## config.mk

```make
export PLATFORM = sky130hd
export DESIGN_NAME = letterbox_coordinate_mapper
export DESIGN_NICKNAME = d
export VERILOG_FILES = /design/src/rtl/lcm_pkg.sv /design/src/rtl/lcm_div_cell.sv /design/src/rtl/lcm_div_row.sv /design/src/rtl/letterbox_coordinate_mapper.sv
export SDC_FILE = /design/constraint.sdc
export NUM_CORES = 2
export LEC_CHECK = 0
export ABC_AREA = 1
export BUFFER_PORTS_ARGS = -buffer_cell sky130_fd_sc_hd__buf_2
export CAP_MARGIN = 20
export CORE_MARGIN = 2
export CORE_UTILIZATION = 55
export DETAILED_ROUTE_END_ITERATION = 6
export HOLD_SLACK_MARGIN = 0.02
export PLACE_DENSITY_LB_ADDON = 0.1
export SLEW_MARGIN = 10
export SYNTH_ARGS = -nofsm -noshare
export SYNTH_HDL_FRONTEND = slang
export SYNTH_SLANG_ARGS = --single-unit
```

## constraint.sdc

```tcl
create_clock -name i_clk -period 31.6 [get_ports i_clk]
set_input_delay 4.74 -clock i_clk [delete_from_list [all_inputs] [get_ports i_clk]]
set_output_delay 4.74 -clock i_clk [all_outputs]
set_load 0.02 [all_outputs]
```

## src/rtl/lcm_pkg.sv

```systemverilog
// Shared constants and types for the letterbox coordinate mapper.
package lcm_pkg;

    localparam int SQUARE_DIM_DEF  = 640;
    localparam int SRC_DIM_MAX_DEF = 4096;

    localparam int REG_W      = 13;
    localparam int CFG_IDX_W  = 1;
    localparam int POS_W      = 10;
    localparam int COL_W      = 12;
    localparam int ADDR_W     = 26;
    localparam int IN_DATA_W  = 24;
    localparam int OUT_DATA_W = 56;

    localparam logic [REG_W-1:0] SRC_WIDTH_RST  = 13'd640;
    localparam logic [REG_W-1:0] SRC_HEIGHT_RST = 13'd480;

    typedef enum logic [CFG_IDX_W-1:0] {
        REG_SRC_WIDTH  = 1'b0,
        REG_SRC_HEIGHT = 1'b1
    } t_reg_idx;

endpackage

```

## src/rtl/lcm_div_cell.sv

```systemverilog
// One restoring-division cell with two lanes sharing a divisor, plus a side payload.
module lcm_div_cell #(
    parameter int RW = 11,
    parameter int QW = 13,
    parameter int PW = 2
) (
    input  logic          i_clk,
    input  logic          i_rst_n,
    input  logic          i_en,
    input  logic [RW-1:0] i_div,
    input  logic [RW-1:0] i_rem_a,
    input  logic [QW-1:0] i_dvd_a,
    input  logic [RW-1:0] i_rem_b,
    input  logic [QW-1:0] i_dvd_b,
    input  logic [PW-1:0] i_pay,
    output logic [RW-1:0] o_rem_a,
    output logic [QW-1:0] o_dvd_a,
    output logic [RW-1:0] o_rem_b,
    output logic [QW-1:0] o_dvd_b,
    output logic [PW-1:0] o_pay
);

    logic [RW:0]   w_try_a;
    logic [RW:0]   w_try_b;
    logic [RW:0]   w_diff_a;
    logic [RW:0]   w_diff_b;
    logic          w_ge_a;
    logic          w_ge_b;
    logic [RW-1:0] r_rem_a;
    logic [QW-1:0] r_dvd_a;
    logic [RW-1:0] r_rem_b;
    logic [QW-1:0] r_dvd_b;
    logic [PW-1:0] r_pay;
    logic [RW-1:0] n_rem_a;
    logic [QW-1:0] n_dvd_a;
    logic [RW-1:0] n_rem_b;
    logic [QW-1:0] n_dvd_b;

    // Bring down the next dividend bit and subtract the divisor when it fits.
    // The quotient bit shifts into the low end of the dividend word.
    always_comb begin
        w_try_a  = {i_rem_a, i_dvd_a[QW-1]};
        w_try_b  = {i_rem_b, i_dvd_b[QW-1]};
        w_diff_a = w_try_a - {1'b0, i_div};
        w_diff_b = w_try_b - {1'b0, i_div};
        w_ge_a   = (w_try_a >= {1'b0, i_div});
        w_ge_b   = (w_try_b >= {1'b0, i_div});
        n_rem_a  = w_ge_a ? w_diff_a[RW-1:0] : w_try_a[RW-1:0];
        n_rem_b  = w_ge_b ? w_diff_b[RW-1:0] : w_try_b[RW-1:0];
        n_dvd_a  = {i_dvd_a[QW-2:0], w_ge_a};
        n_dvd_b  = {i_dvd_b[QW-2:0], w_ge_b};
    end

    always_ff @(posedge i_clk) begin
        if (i_en) begin
            r_rem_a <= n_rem_a;
            r_dvd_a <= n_dvd_a;
            r_rem_b <= n_rem_b;
            r_dvd_b <= n_dvd_b;
        end
    end

    always_ff @(posedge i_clk) begin
        if (!i_rst_n) begin
            r_pay <= '0;
        end else if (i_en) begin
            r_pay <= i_pay;
        end
    end

    assign o_rem_a = r_rem_a;
    assign o_dvd_a = r_dvd_a;
    assign o_rem_b = r_rem_b;
    assign o_dvd_b = r_dvd_b;
    assign o_pay   = r_pay;

endmodule

```

## src/rtl/lcm_div_row.sv

```systemverilog
// A row of division cells, one quotient bit per cell, moving one step per enabled cycle.
module lcm_div_row #(
    parameter int RW = 11,
    parameter int QW = 13,
    parameter int PW = 2
) (
    input  logic          i_clk,
    input  logic          i_rst_n,
    input  logic          i_en,
    input  logic [RW-1:0] i_div,
    input  logic [RW-1:0] i_rem_a,
    input  logic [QW-1:0] i_dvd_a,
    input  logic [RW-1:0] i_rem_b,
    input  logic [QW-1:0] i_dvd_b,
    input  logic [PW-1:0] i_pay,
    output logic [QW-1:0] o_quo_a,
    output logic [QW-1:0] o_quo_b,
    output logic [PW-1:0] o_pay
);

    logic [RW-1:0] w_rem_a [0:QW];
    logic [QW-1:0] w_dvd_a [0:QW];
    logic [RW-1:0] w_rem_b [0:QW];
    logic [QW-1:0] w_dvd_b [0:QW];
    logic [PW-1:0] w_pay   [0:QW];

    assign w_rem_a[0] = i_rem_a;
    assign w_dvd_a[0] = i_dvd_a;
    assign w_rem_b[0] = i_rem_b;
    assign w_dvd_b[0] = i_dvd_b;
    assign w_pay[0]   = i_pay;

    for (genvar k = 0; k < QW; k++) begin : g_cell
        lcm_div_cell #(
            .RW (RW),
            .QW (QW),
            .PW (PW)
        ) u_cell (
            .i_clk   (i_clk),
            .i_rst_n (i_rst_n),
            .i_en    (i_en),
            .i_div   (i_div),
            .i_rem_a (w_rem_a[k]),
            .i_dvd_a (w_dvd_a[k]),
            .i_rem_b (w_rem_b[k]),
            .i_dvd_b (w_dvd_b[k]),
            .i_pay   (w_pay[k]),
            .o_rem_a (w_rem_a[k+1]),
            .o_dvd_a (w_dvd_a[k+1]),
            .o_rem_b (w_rem_b[k+1]),
            .o_dvd_b (w_dvd_b[k+1]),
            .o_pay   (w_pay[k+1])
        );
    end

    // The final remainders are not needed; only the quotients leave the row.
    assign o_quo_a = w_dvd_a[QW];
    assign o_quo_b = w_dvd_b[QW];
    assign o_pay   = w_pay[QW];

endmodule

```

## src/rtl/letterbox_coordinate_mapper.sv

```systemverilog
// Top level of the letterbox coordinate mapper: config, geometry row, item pipeline.
//
//  Channel   | Direction | Contents (lowest bits first)
//  ----------+-----------+------------------------------------------------------------
//  cfg       | in        | i_cfg_we, i_cfg_addr (0 width, 1 height), i_cfg_wdata 13 bits
//  s_axis    | in        | tdata: out_x[9:0], out_y[19:10], zero fill to 24 bits
//  m_axis    | out       | tdata: src_col, src_row, src_byte_addr, fill; tuser: is_padding
//
// A request can enter every cycle unless the pipeline is held or the geometry is settling;
// the depth of the pipeline is set by the division row, one cell per quotient bit of the
// source coordinate.
// After reset and after every register write, s_axis_tready stays low while the geometry
// row recomputes the scaled size and offsets.
// When m_axis_tready is low with a result waiting, the whole pipeline holds and s_axis_tready
// drops; the output register lets a new request enter while a result is still being taken.
module letterbox_coordinate_mapper #(
    parameter int SQUARE_DIM  = lcm_pkg::SQUARE_DIM_DEF,
    parameter int SRC_DIM_MAX = lcm_pkg::SRC_DIM_MAX_DEF
) (
    input  logic                              i_clk,
    input  logic                              i_rst_n,
    input  logic                              i_cfg_we,
    input  logic [lcm_pkg::CFG_IDX_W-1:0]     i_cfg_addr,
    input  logic [lcm_pkg::REG_W-1:0]         i_cfg_wdata,
    input  logic                              s_axis_tvalid,
    output logic                              s_axis_tready,
    // out_x [9:0], out_y [19:10], zeros above
    input  logic [lcm_pkg::IN_DATA_W-1:0]     s_axis_tdata,
    output logic                              m_axis_tvalid,
    input  logic                              m_axis_tready,
    // src_col [11:0], src_row [23:12], src_byte_addr [49:24], zeros above
    output logic [lcm_pkg::OUT_DATA_W-1:0]    m_axis_tdata,
    // is_padding [0]
    output logic                              m_axis_tuser
);

    // Width of a source dimension, of a clamped source index, of the target size,
    // and of a position offset inside the target square.
    localparam int MW    = $clog2(SRC_DIM_MAX + 1);
    localparam int CW    = $clog2(SRC_DIM_MAX);
    localparam int DTW   = $clog2(SQUARE_DIM + 1);
    localparam int TW    = $clog2(SQUARE_DIM);
    localparam int CMP_W = (DTW > lcm_pkg::POS_W) ? DTW : lcm_pkg::POS_W;
    localparam int DN    = TW + MW;
    localparam int DD    = MW + DTW;
    localparam int SUM_W = CW + MW + 1;
    localparam int AX_W  = (SUM_W + 2 > lcm_pkg::ADDR_W) ? SUM_W + 2 : lcm_pkg::ADDR_W;
    localparam int LAT   = DTW + 3;
    localparam int CNT_W = $clog2(LAT + 1);
    localparam int FILL_W = lcm_pkg::OUT_DATA_W - 2 * lcm_pkg::COL_W - lcm_pkg::ADDR_W;

    localparam logic [DTW-1:0]   T_VAL  = DTW'(SQUARE_DIM);
    localparam logic [lcm_pkg::REG_W-1:0] MAX_REG = lcm_pkg::REG_W'(SRC_DIM_MAX);

    // ------------------------------------------------------------------
    // Configuration registers and the settle counter.
    // ------------------------------------------------------------------
    logic [lcm_pkg::REG_W-1:0] r_src_width;
    logic [lcm_pkg::REG_W-1:0] r_src_height;
    logic [CNT_W-1:0]          r_settle;

    always_ff @(posedge i_clk) begin
        if (!i_rst_n) begin
            r_src_width  <= lcm_pkg::SRC_WIDTH_RST;
            r_src_height <= lcm_pkg::SRC_HEIGHT_RST;
            r_settle     <= CNT_W'(LAT);
        end else if (i_cfg_we) begin
            case (lcm_pkg::t_reg_idx'(i_cfg_addr))
                lcm_pkg::REG_SRC_WIDTH: begin
                    r_src_width <= i_cfg_wdata;
                end
                lcm_pkg::REG_SRC_HEIGHT: begin
                    r_src_height <= i_cfg_wdata;
                end
                default: begin
                end
            endcase
            r_settle <= CNT_W'(LAT);
        end else if (r_settle != '0) begin
            r_settle <= r_settle - CNT_W'(1);
        end
    end

    // ------------------------------------------------------------------
    // Geometry: effective sizes, then new size = dim * T / max through a
    // division row, then the centered offset and end of the scaled area.
    // This path runs every cycle; the values settle before any request enters.
    // ------------------------------------------------------------------
    logic [MW-1:0] w_weff;
    logic [MW-1:0] w_heff;
    logic [MW-1:0] r_d1_w;
    logic [MW-1:0] r_d1_h;
    logic [MW-1:0] r_d1_m;
    logic [DD-1:0] r_d2_wt;
    logic [DD-1:0] r_d2_ht;
    logic [MW-1:0] r_d2_m;
    logic [MW-1:0] r_d2_w;
    logic [MW-1:0] r_d2_h;

    // A zero size counts as one and a size above the maximum saturates.
    always_comb begin
        if (r_src_width == '0) begin
            w_weff = MW'(1);
        end else if (r_src_width > MAX_REG) begin
            w_weff = MW'(SRC_DIM_MAX);
        end else begin
            w_weff = r_src_width[MW-1:0];
        end
        if (r_src_height == '0) begin
            w_heff = MW'(1);
        end else if (r_src_height > MAX_REG) begin
            w_heff = MW'(SRC_DIM_MAX);
        end else begin
            w_heff = r_src_height[MW-1:0];
        end
    end

    always_ff @(posedge i_clk) begin
        r_d1_w  <= w_weff;
        r_d1_h  <= w_heff;
        r_d1_m  <= (w_weff > w_heff) ? w_weff : w_heff;
        r_d2_wt <= DD'(r_d1_w) * DD'(T_VAL);
        r_d2_ht <= DD'(r_d1_h) * DD'(T_VAL);
        r_d2_m  <= r_d1_m;
        r_d2_w  <= r_d1_w;
        r_d2_h  <= r_d1_h;
    end

    logic [DTW-1:0]    w_new_w;
    logic [DTW-1:0]    w_new_h;
    logic [3*MW-1:0]   w_geo_pay;
    logic [DTW-1:0]    w_off_x;
    logic [DTW-1:0]    w_off_y;
    logic [DTW-1:0]    r_off_x;
    logic [DTW-1:0]    r_off_y;
    logic [DTW-1:0]    r_end_x;
    logic [DTW-1:0]    r_end_y;
    logic [MW-1:0]     r_wf;
    logic [MW-1:0]     r_hf;
    logic [MW-1:0]     r_mf;

    // The quotient is at most T, so the upper dividend bits start out below max.
    lcm_div_row #(
        .RW (MW),
        .QW (DTW),
        .PW (3 * MW)
    ) u_geo_row (
        .i_clk   (i_clk),
        .i_rst_n (i_rst_n),
        .i_en    (1'b1),
        .i_div   (r_d2_m),
        .i_rem_a (r_d2_wt[DD-1:DTW]),
        .i_dvd_a (r_d2_wt[DTW-1:0]),
        .i_rem_b (r_d2_ht[DD-1:DTW]),
        .i_dvd_b (r_d2_ht[DTW-1:0]),
        .i_pay   ({r_d2_m, r_d2_h, r_d2_w}),
        .o_quo_a (w_new_w),
        .o_quo_b (w_new_h),
        .o_pay   (w_geo_pay)
    );

    assign w_off_x = (T_VAL - w_new_w) >> 1;
    assign w_off_y = (T_VAL - w_new_h) >> 1;

    always_ff @(posedge i_clk) begin
        r_off_x <= w_off_x;
        r_off_y <= w_off_y;
        r_end_x <= w_off_x + w_new_w;
        r_end_y <= w_off_y + w_new_h;
        r_wf    <= w_geo_pay[MW-1:0];
        r_hf    <= w_geo_pay[2*MW-1:MW];
        r_mf    <= w_geo_pay[3*MW-1:2*MW];
    end

    // ------------------------------------------------------------------
    // Request pipeline. Every stage moves together; it holds only when the
    // output register is full and the far side is not taking it.
    // ------------------------------------------------------------------
    logic w_en;
    logic w_accept;

    assign w_en          = !m_axis_tvalid || m_axis_tready;
    assign s_axis_tready = w_en && (r_settle == '0);
    assign w_accept      = s_axis_tvalid && s_axis_tready;

    // Stage 1: capture the coordinates.
    logic                      r1_v;
    logic [lcm_pkg::POS_W-1:0] r1_x;
    logic [lcm_pkg::POS_W-1:0] r1_y;

    always_ff @(posedge i_clk) begin
        if (!i_rst_n) begin
            r1_v <= 1'b0;
        end else if (w_en) begin
            r1_v <= w_accept;
        end
    end

    always_ff @(posedge i_clk) begin
        if (w_en) begin
            r1_x <= s_axis_tdata[lcm_pkg::POS_W-1:0];
            r1_y <= s_axis_tdata[2*lcm_pkg::POS_W-1:lcm_pkg::POS_W];
        end
    end

    // Stage 2: border test and the product (pos - offset) * max.
    logic [CMP_W-1:0] w_px;
    logic [CMP_W-1:0] w_py;
    logic [CMP_W-1:0] w_dx_full;
    logic [CMP_W-1:0] w_dy_full;
    logic             w_in_x;
    logic             w_in_y;
    logic             r2_v;
    logic             r2_pad;
    logic [DN-1:0]    r2_px;
    logic [DN-1:0]    r2_py;

    always_comb begin
        w_px      = CMP_W'(r1_x);
        w_py      = CMP_W'(r1_y);
        w_in_x    = (w_px >= CMP_W'(r_off_x)) && (w_px < CMP_W'(r_end_x));
        w_in_y    = (w_py >= CMP_W'(r_off_y)) && (w_py < CMP_W'(r_end_y));
        w_dx_full = w_px - CMP_W'(r_off_x);
        w_dy_full = w_py - CMP_W'(r_off_y);
    end

    always_ff @(posedge i_clk) begin
        if (!i_rst_n) begin
            r2_v <= 1'b0;
        end else if (w_en) begin
            r2_v <= r1_v;
        end
    end

    // Inside the scaled area the offset from its edge is below T.
    always_ff @(posedge i_clk) begin
        if (w_en) begin
            r2_pad <= !(w_in_x && w_in_y);
            r2_px  <= DN'(w_dx_full[TW-1:0]) * DN'(r_mf);
            r2_py  <= DN'(w_dy_full[TW-1:0]) * DN'(r_mf);
        end
    end

    // Division by T, one source-coordinate bit per cell. The product is below
    // T * max, so its bits above the quotient width start out below T.
    logic [MW-1:0] w_qx;
    logic [MW-1:0] w_qy;
    logic [1:0]    w_item_pay;

    lcm_div_row #(
        .RW (DTW),
        .QW (MW),
        .PW (2)
    ) u_item_row (
        .i_clk   (i_clk),
        .i_rst_n (i_rst_n),
        .i_en    (w_en),
        .i_div   (T_VAL),
        .i_rem_a (DTW'(r2_px[DN-1:MW])),
        .i_dvd_a (r2_px[MW-1:0]),
        .i_rem_b (DTW'(r2_py[DN-1:MW])),
        .i_dvd_b (r2_py[MW-1:0]),
        .i_pay   ({r2_pad, r2_v}),
        .o_quo_a (w_qx),
        .o_quo_b (w_qy),
        .o_pay   (w_item_pay)
    );

    // Stage 3: clamp to the last column and row.
    logic [MW-1:0] w_wlim;
    logic [MW-1:0] w_hlim;
    logic          r3_v;
    logic          r3_pad;
    logic [CW-1:0] r3_sc;
    logic [CW-1:0] r3_sr;

    assign w_wlim = r_wf - MW'(1);
    assign w_hlim = r_hf - MW'(1);

    always_ff @(posedge i_clk) begin
        if (!i_rst_n) begin
            r3_v <= 1'b0;
        end else if (w_en) begin
            r3_v <= w_item_pay[0];
        end
    end

    always_ff @(posedge i_clk) begin
        if (w_en) begin
            r3_pad <= w_item_pay[1];
            r3_sc  <= (w_qx > w_wlim) ? w_wlim[CW-1:0] : w_qx[CW-1:0];
            r3_sr  <= (w_qy > w_hlim) ? w_hlim[CW-1:0] : w_qy[CW-1:0];
        end
    end

    // Stage 4: row * width. Stage 5: plus column.
    logic                 r4_v;
    logic                 r4_pad;
    logic [CW-1:0]        r4_sc;
    logic [CW-1:0]        r4_sr;
    logic [CW+MW-1:0]     r4_prod;
    logic                 r5_v;
    logic                 r5_pad;
    logic [CW-1:0]        r5_sc;
    logic [CW-1:0]        r5_sr;
    logic [SUM_W-1:0]     r5_sum;

    always_ff @(posedge i_clk) begin
        if (!i_rst_n) begin
            r4_v <= 1'b0;
            r5_v <= 1'b0;
        end else if (w_en) begin
            r4_v <= r3_v;
            r5_v <= r4_v;
        end
    end

    always_ff @(posedge i_clk) begin
        if (w_en) begin
            r4_pad  <= r3_pad;
            r4_sc   <= r3_sc;
            r4_sr   <= r3_sr;
            r4_prod <= (CW + MW)'(r3_sr) * (CW + MW)'(r_wf);
            r5_pad  <= r4_pad;
            r5_sc   <= r4_sc;
            r5_sr   <= r4_sr;
            r5_sum  <= SUM_W'(r4_prod) + SUM_W'(r4_sc);
        end
    end

    // Output register: times three for RGB, zeros on a border pixel.
    logic [AX_W-1:0]             w_sum_ext;
    logic [AX_W-1:0]             w_addr3;
    logic                        r_out_v;
    logic                        r_out_pad;
    logic [lcm_pkg::COL_W-1:0]   r_out_col;
    logic [lcm_pkg::COL_W-1:0]   r_out_row;
    logic [lcm_pkg::ADDR_W-1:0]  r_out_addr;

    assign w_sum_ext = AX_W'(r5_sum);
    assign w_addr3   = (w_sum_ext << 1) + w_sum_ext;

    always_ff @(posedge i_clk) begin
        if (!i_rst_n) begin
            r_out_v <= 1'b0;
        end else if (w_en) begin
            r_out_v <= r5_v;
        end
    end

    always_ff @(posedge i_clk) begin
        if (w_en) begin
            r_out_pad <= r5_pad;
            if (r5_pad) begin
                r_out_col  <= '0;
                r_out_row  <= '0;
                r_out_addr <= '0;
            end else begin
                r_out_col  <= lcm_pkg::COL_W'(r5_sc);
                r_out_row  <= lcm_pkg::COL_W'(r5_sr);
                r_out_addr <= w_addr3[lcm_pkg::ADDR_W-1:0];
            end
        end
    end

    assign m_axis_tvalid = r_out_v;
    assign m_axis_tuser  = r_out_pad;
    assign m_axis_tdata  = {FILL_W'(0), r_out_addr, r_out_row, r_out_col};

endmodule

```

---- Word-level counts from Yosys, hierarchy flattened ----
Cells that the tools add are included.
word-level totals
  flip-flop bits (word level) ............. 1,811
  output and inout bits ................... 59
operators by class
  multiply operators ...................... 5
  mux-type cells .......................... 49
  bitwise operators ....................... 2
  add/subtract/negate cells ............... 53
  magnitude comparators ................... 55
  reduce and logical (&&, ||, !) cells .... 15
operator list
  kind                    count
  $mux 13                 23
  $ge 11x10->1 const B    26
  $ge 14x13->1            20
  $mux 10                 24
  $sub 10x10->10 const B  24
  $sub 13x13->13          18
  $mul 10x13->23          2
  $gt 13x13->1            3
  $mul 13x3->16 const B   2
  $add 25x12->26          1
  $add 26x26->26          1
  $gt 13x13->1 const B    2
  $logic_not 13->1        2
  $sub 13x1->13 const B   2
  $mul 12x13->25          1
  $mux 12                 2
  $add 9x10->10           2
  $ge 10x9->1             2
  $lt 10x10->1            2
  $sub 10x10->10 const A  2
  $sub 10x9->10           2
  $logic_and 1x1->1       5
  $logic_not 4->1         1
  $reduce_and 2->1        2
  other kinds (6)         8

---- Depth between registers and ports, before layout ----
  depth in word-level cells ............... 5
  mapped depth ............................ 28
  gate-level depth less buffers ........... 28

---- By module ----
A second synthesis with hierarchy kept.
second synthesis, totals
  cell total of the unflattened synthesis .. 14,330
  area, all modules ....................... 123,004.2 µm²
modules (own cells, without submodules)
  module                                          sequential area each (µm²)  times used  cells each  area each (µm²)
  lcm_div_cell (u_geo_row.g_cell[0].u_cell ...)   2,162.1                     10          626         5,037.3
  letterbox_coordinate_mapper                     11,711.2                    1           3,880       34,458.0
  lcm_div_cell (u_item_row.g_cell[1].u_cell ...)  1,421.4                     9           322         2,924.1
  lcm_div_cell (u_item_row.g_cell[0].u_cell ...)  1,421.4                     4           323         2,964.1

---- Least setup slack after synthesis ----
OpenSTA, ideal clock, no wires.
  kind .................................... in2reg
  start point ............................. input m_axis_tready
  end point ............................... register r_out_pad, in the netlist m_axis_tuser, enable pin
  data arrival time ....................... 26.220 ns
  stages .................................. 3
  data required time ...................... 30.142 ns
  setup slack ............................. 3.922 ns
  cell sequence ........................... nor2_1 -> inv_1 -> clkbuf_1
between the ends
  cells in the longest elaborated chain, start to end .. 1
RTL lines
  element               RTL line                            text
  start, declared       letterbox_coordinate_mapper.sv:30   input logic m_axis_tready,
  $logic_or 1x1->1      letterbox_coordinate_mapper.sv:182  assign w_en = !m_axis_tvalid || m_axis_tready;
  end signal, assigned  letterbox_coordinate_mapper.sv:353  r_out_pad <= r5_pad;
  end, declared         letterbox_coordinate_mapper.sv:335  logic r_out_pad;
Every way passes these cells.
A chain may end at the register's enable or synchronous reset.

---- Final worst setup path ----
  start point ............................. input m_axis_tready
  end point ............................... output s_axis_tready
between the ends
  cells in the longest elaborated chain, start to end .. 2
RTL lines
  element            RTL line                            text
  $logic_or 1x1->1   letterbox_coordinate_mapper.sv:182
  $logic_and 1x1->1  letterbox_coordinate_mapper.sv:183  assign s_axis_tready = w_en && (r_settle == '0);
  end, declared      letterbox_coordinate_mapper.sv:26   output logic s_axis_tready,
Every way passes these cells.

==> flow_summary_export.csv <==
group,metric,value,unit
job,cap_viol_max_count,0,
drt,post_drt_wl_per_cell,15.5,µm
floorplan,num_rows,145,
drt,routed-via-count,57000,
drt,vias_per_cell,5.10,
setup_path,rr_worst_depth,23,
drt,drtIter0Drc,3539,
timing,hold_violations,0,
layout,nNetsFinal,9933,
setup_path,cp-end-kind,"primary output",
power_and_ir_drop,clockPowerShare,0.284,
global_route,grt_pass1_vias,55900,
setup_path,critPathLaunchType,"input port",
timing,grt_setup_unrepaired,"false",
logic_synthesis,synth.distinct_cells,62,
timing,finalSetupViolations,0,
min_path,hp-class,"reg -> reg",
run_status,status,"completed",
layout,final_common_cell,"nand2_1",
global_route,grt_pass1_wl,281000,µm
timing,finalCriticalPeriod,10120,ps
layout,post-route-cell-area,0.0946,mm²
logic_synthesis,synth_ff_type,"dfxtp_1",
logic_synthesis,synthArstFlopShare,0,
global_route,grt_max_degree,225,
floorplan,io_pins,102,
drt,drc,0,
placed_design,place_inst,10800,
layout,mostFrequentLayoutCells,"nand2_1 (1600), inv_1 (1357), dfxtp_1 (983), nor2_1 (881), edfxtp_1 (784)",
layout,syn_to_final_growth,10.0,%
floorplan,die_h,399,µm
clocking,postCtsSetupBuffers,0,
drt,postRouteAntennaNets,0,
layout,drive_gt1_frac,0.0635,
clocking,tritoncts,"done",
clocking,cts_resized,0,
clocking,root_buffer,"clkbuf_16",
timing,finClkSkew,72.8,ps
logic_synthesis,syn_area,0.0860,mm²
global_route,grt_overflow,0,
drt,first_pass_iters,5,
clocking,ctsHoldBuffers,0,
logic_synthesis,synth_area_per_cell,9.74,µm²
power_and_ir_drop,switchingPower,2.67,mW
placed_design,portBuffers,91,
clocking,path_clk_slew,70,ps
floorplan,coreArea,0.156,mm²
timing,tns,0,ps
setup_path,cp_data_required_time,26860,ps
power_and_ir_drop,peakVddDrop,0.0613,mV
timing,period_share,0.320,
power_and_ir_drop,intPower,4.91,mW
power_and_ir_drop,p_per_area,80.0,mW/mm²
floorplan,dieArea,0.160,mm²
power_and_ir_drop,p_comb_frac,0.337,
logic_synthesis,synth-edff-count,784,
global_route,antenna_found_initial,2,
placed_design,dp_hpwl,124000,µm
logic_synthesis,synth_seq_cells,1769,
timing,drv_slew,0,
clocking,htreeDepth,4,
layout,fillers,13200,
power_and_ir_drop,seq_power_share,0.378,
clocking,cts.path.max_buffers,3,
timing,max_clock_freq,98.8,MHz
timing,slew-limit-headroom,0.172,
min_path,whs_path_depth,0,
floorplan,initial_core_util,0.552,
layout,final_cells,11200,
drt,drt_wl_total,173000,µm
power_and_ir_drop,sw_frac_of_total,0.352,
placed_design,gp_congestion,0.886,
clocking,numCtsBuffers,180,
placed_design,placed_area,0.0884,mm²
setup_path,critPathKind,"in -> out",
power_and_ir_drop,finalPower,7.57,mW
power_and_ir_drop,leakage,47.3,nW
floorplan,die_x,399,µm
global_route,grt_usage,0.220,
clocking,clkLatencyLatePin,830,ps
setup_path,arrival,5380,ps
clocking,cts_sinks,1769,
logic_synthesis,synth_warnings,0,
logic_synthesis,ys_seq_area_frac,0.503,
setup_path,crit_fanout,3,
logic_synthesis,syn_inst,8828,
timing,tightest_slew,1240,ps
-- registers in the layout, indices dropped and copies added, names as in the netlist, 114 cells and up --
| register | count |
|---|---|
| u_item_row.g_cell.u_cell.o_rem_b | 114 |
| u_geo_row.g_cell.u_cell.o_rem_a | 117 |
| u_item_row.g_cell.u_cell.o_dvd_a | 157 |
| u_geo_row.g_cell.u_cell.o_rem_b | 117 |
| u_geo_row.g_cell.u_cell.o_pay | 390 |
| u_item_row.g_cell.u_cell.o_rem_a | 114 |
| u_item_row.g_cell.u_cell.o_dvd_b | 157 |
-- power by group through the flow --
| stage | clock, mW | combinational [mW] | sequential [mW] |
|---|---|---|---|
| 3_5_place_dp | 0 | 2.53 | 2.91 |
| 3_3_place_gp | 0 | 2.51 | 2.91 |
| 6_report | 2.15 | 2.56 | 2.87 |
| 5_1_grt | 2.31 | 2.89 | 2.89 |
| 4_1_cts | 2.21 | 2.55 | 2.87 |
| 2_1_floorplan | 0 | 2.04 | 2.83 |
-- area by class of cell --
cell class	count	area, µm²	area share
Tap cell	2058	2570	0.0272
Clock inverter	93	1100	0.0117
Multi-Input combinational cell	5507	36700	0.388
Timing Repair Buffer	116	691	0.00730
Inverter	1380	5190	0.0548
Clock buffer	240	5110	0.0540
Antenna cell	10	25.0	0.000264
Sequential cell	1769	43300	0.457
-- through the flow --
| stage | hold slack (ps) | setup slack, ps | utilization |
|---|---|---|---|
| 6_report | 311 | 21480 | 0.607 |
| 5_1_grt | 296 | 21410 | 0.607 |
| 4_1_cts | 296 | 21470 | 0.607 |
| 3_5_place_dp | 312 | 21480 | 0.567 |
| 3_3_place_gp | 311 | 21510 | 0.567 |
| 2_1_floorplan | 310 | 3920 | - |
-- per-layer routing --
metal / up-vias / global-route usage / part of all wire
met4: 0 / 0.0745 / 0.030
met5: - / 0 / 0
li1: 28900 / - / -
met3: 282 / 0.0331 / 0.042
met2: 989 / 0.366 / 0.47
met1: 26800 / 0.293 / 0.46
-- cell families (layout without fill, tap and decap cells) --
kind of cell | after synthesis | count (layout) | synth area share
AO/OA/AOI/OAI | 1156 | 1156 | 0.0802
XOR/XNOR | 360 | 360 | 0.0367
flip-flops | 1769 | 1769 | 0.503
adder cells (fa/ha/maj) | 936 | 936 | 0.163
AND/OR/NAND/NOR | 3049 | 3049 | 0.146
other | 1 | 16 | 0.0000436
buffers and inverters | 1557 | 1829 | 0.0709
-- worst max-delay path, cell delays in order --
cell and delay (ps):
buf_2 100, nor2_2 260, nor2_1 110, buf_2 170
-- final timing paths --
check,end,slack [ps],start
max,s_axis_tready,21480,m_axis_tready
min reg2reg,r_d2_m[5]$_DFF_P_,310,r_d1_m[5]$_DFF_P_
max reg2reg,r2_px[19]$_DFFE_PN_,24480,r1_x[0]$_DFFE_PN_
min,r_d2_m[5]$_DFF_P_,310,r_d1_m[5]$_DFF_P_
-- synth_stat cells (26+ instances only) --
cell      count  area share
edfxtp_1    784        0.27
nor2_1      882       0.038
nand3_1     284       0.017
nor3_1       64      0.0037
ha_1        630       0.092
xnor2_1     140       0.014
inv_1      1364       0.060
nand2_1    1600       0.070
a21oi_1     587       0.034
clkbuf_1    118      0.0051
dfxtp_1     985        0.23
fa_1        306       0.071
xor2_1      219       0.022
nor4_1       59      0.0043
a21oi_2      57      0.0058
a21o_1       54      0.0047
o21ai_0     261       0.015
nand3b_1     26      0.0023
nand4_1      78      0.0057
o21bai_1     30      0.0026
(Power assumes the default switching activity.)
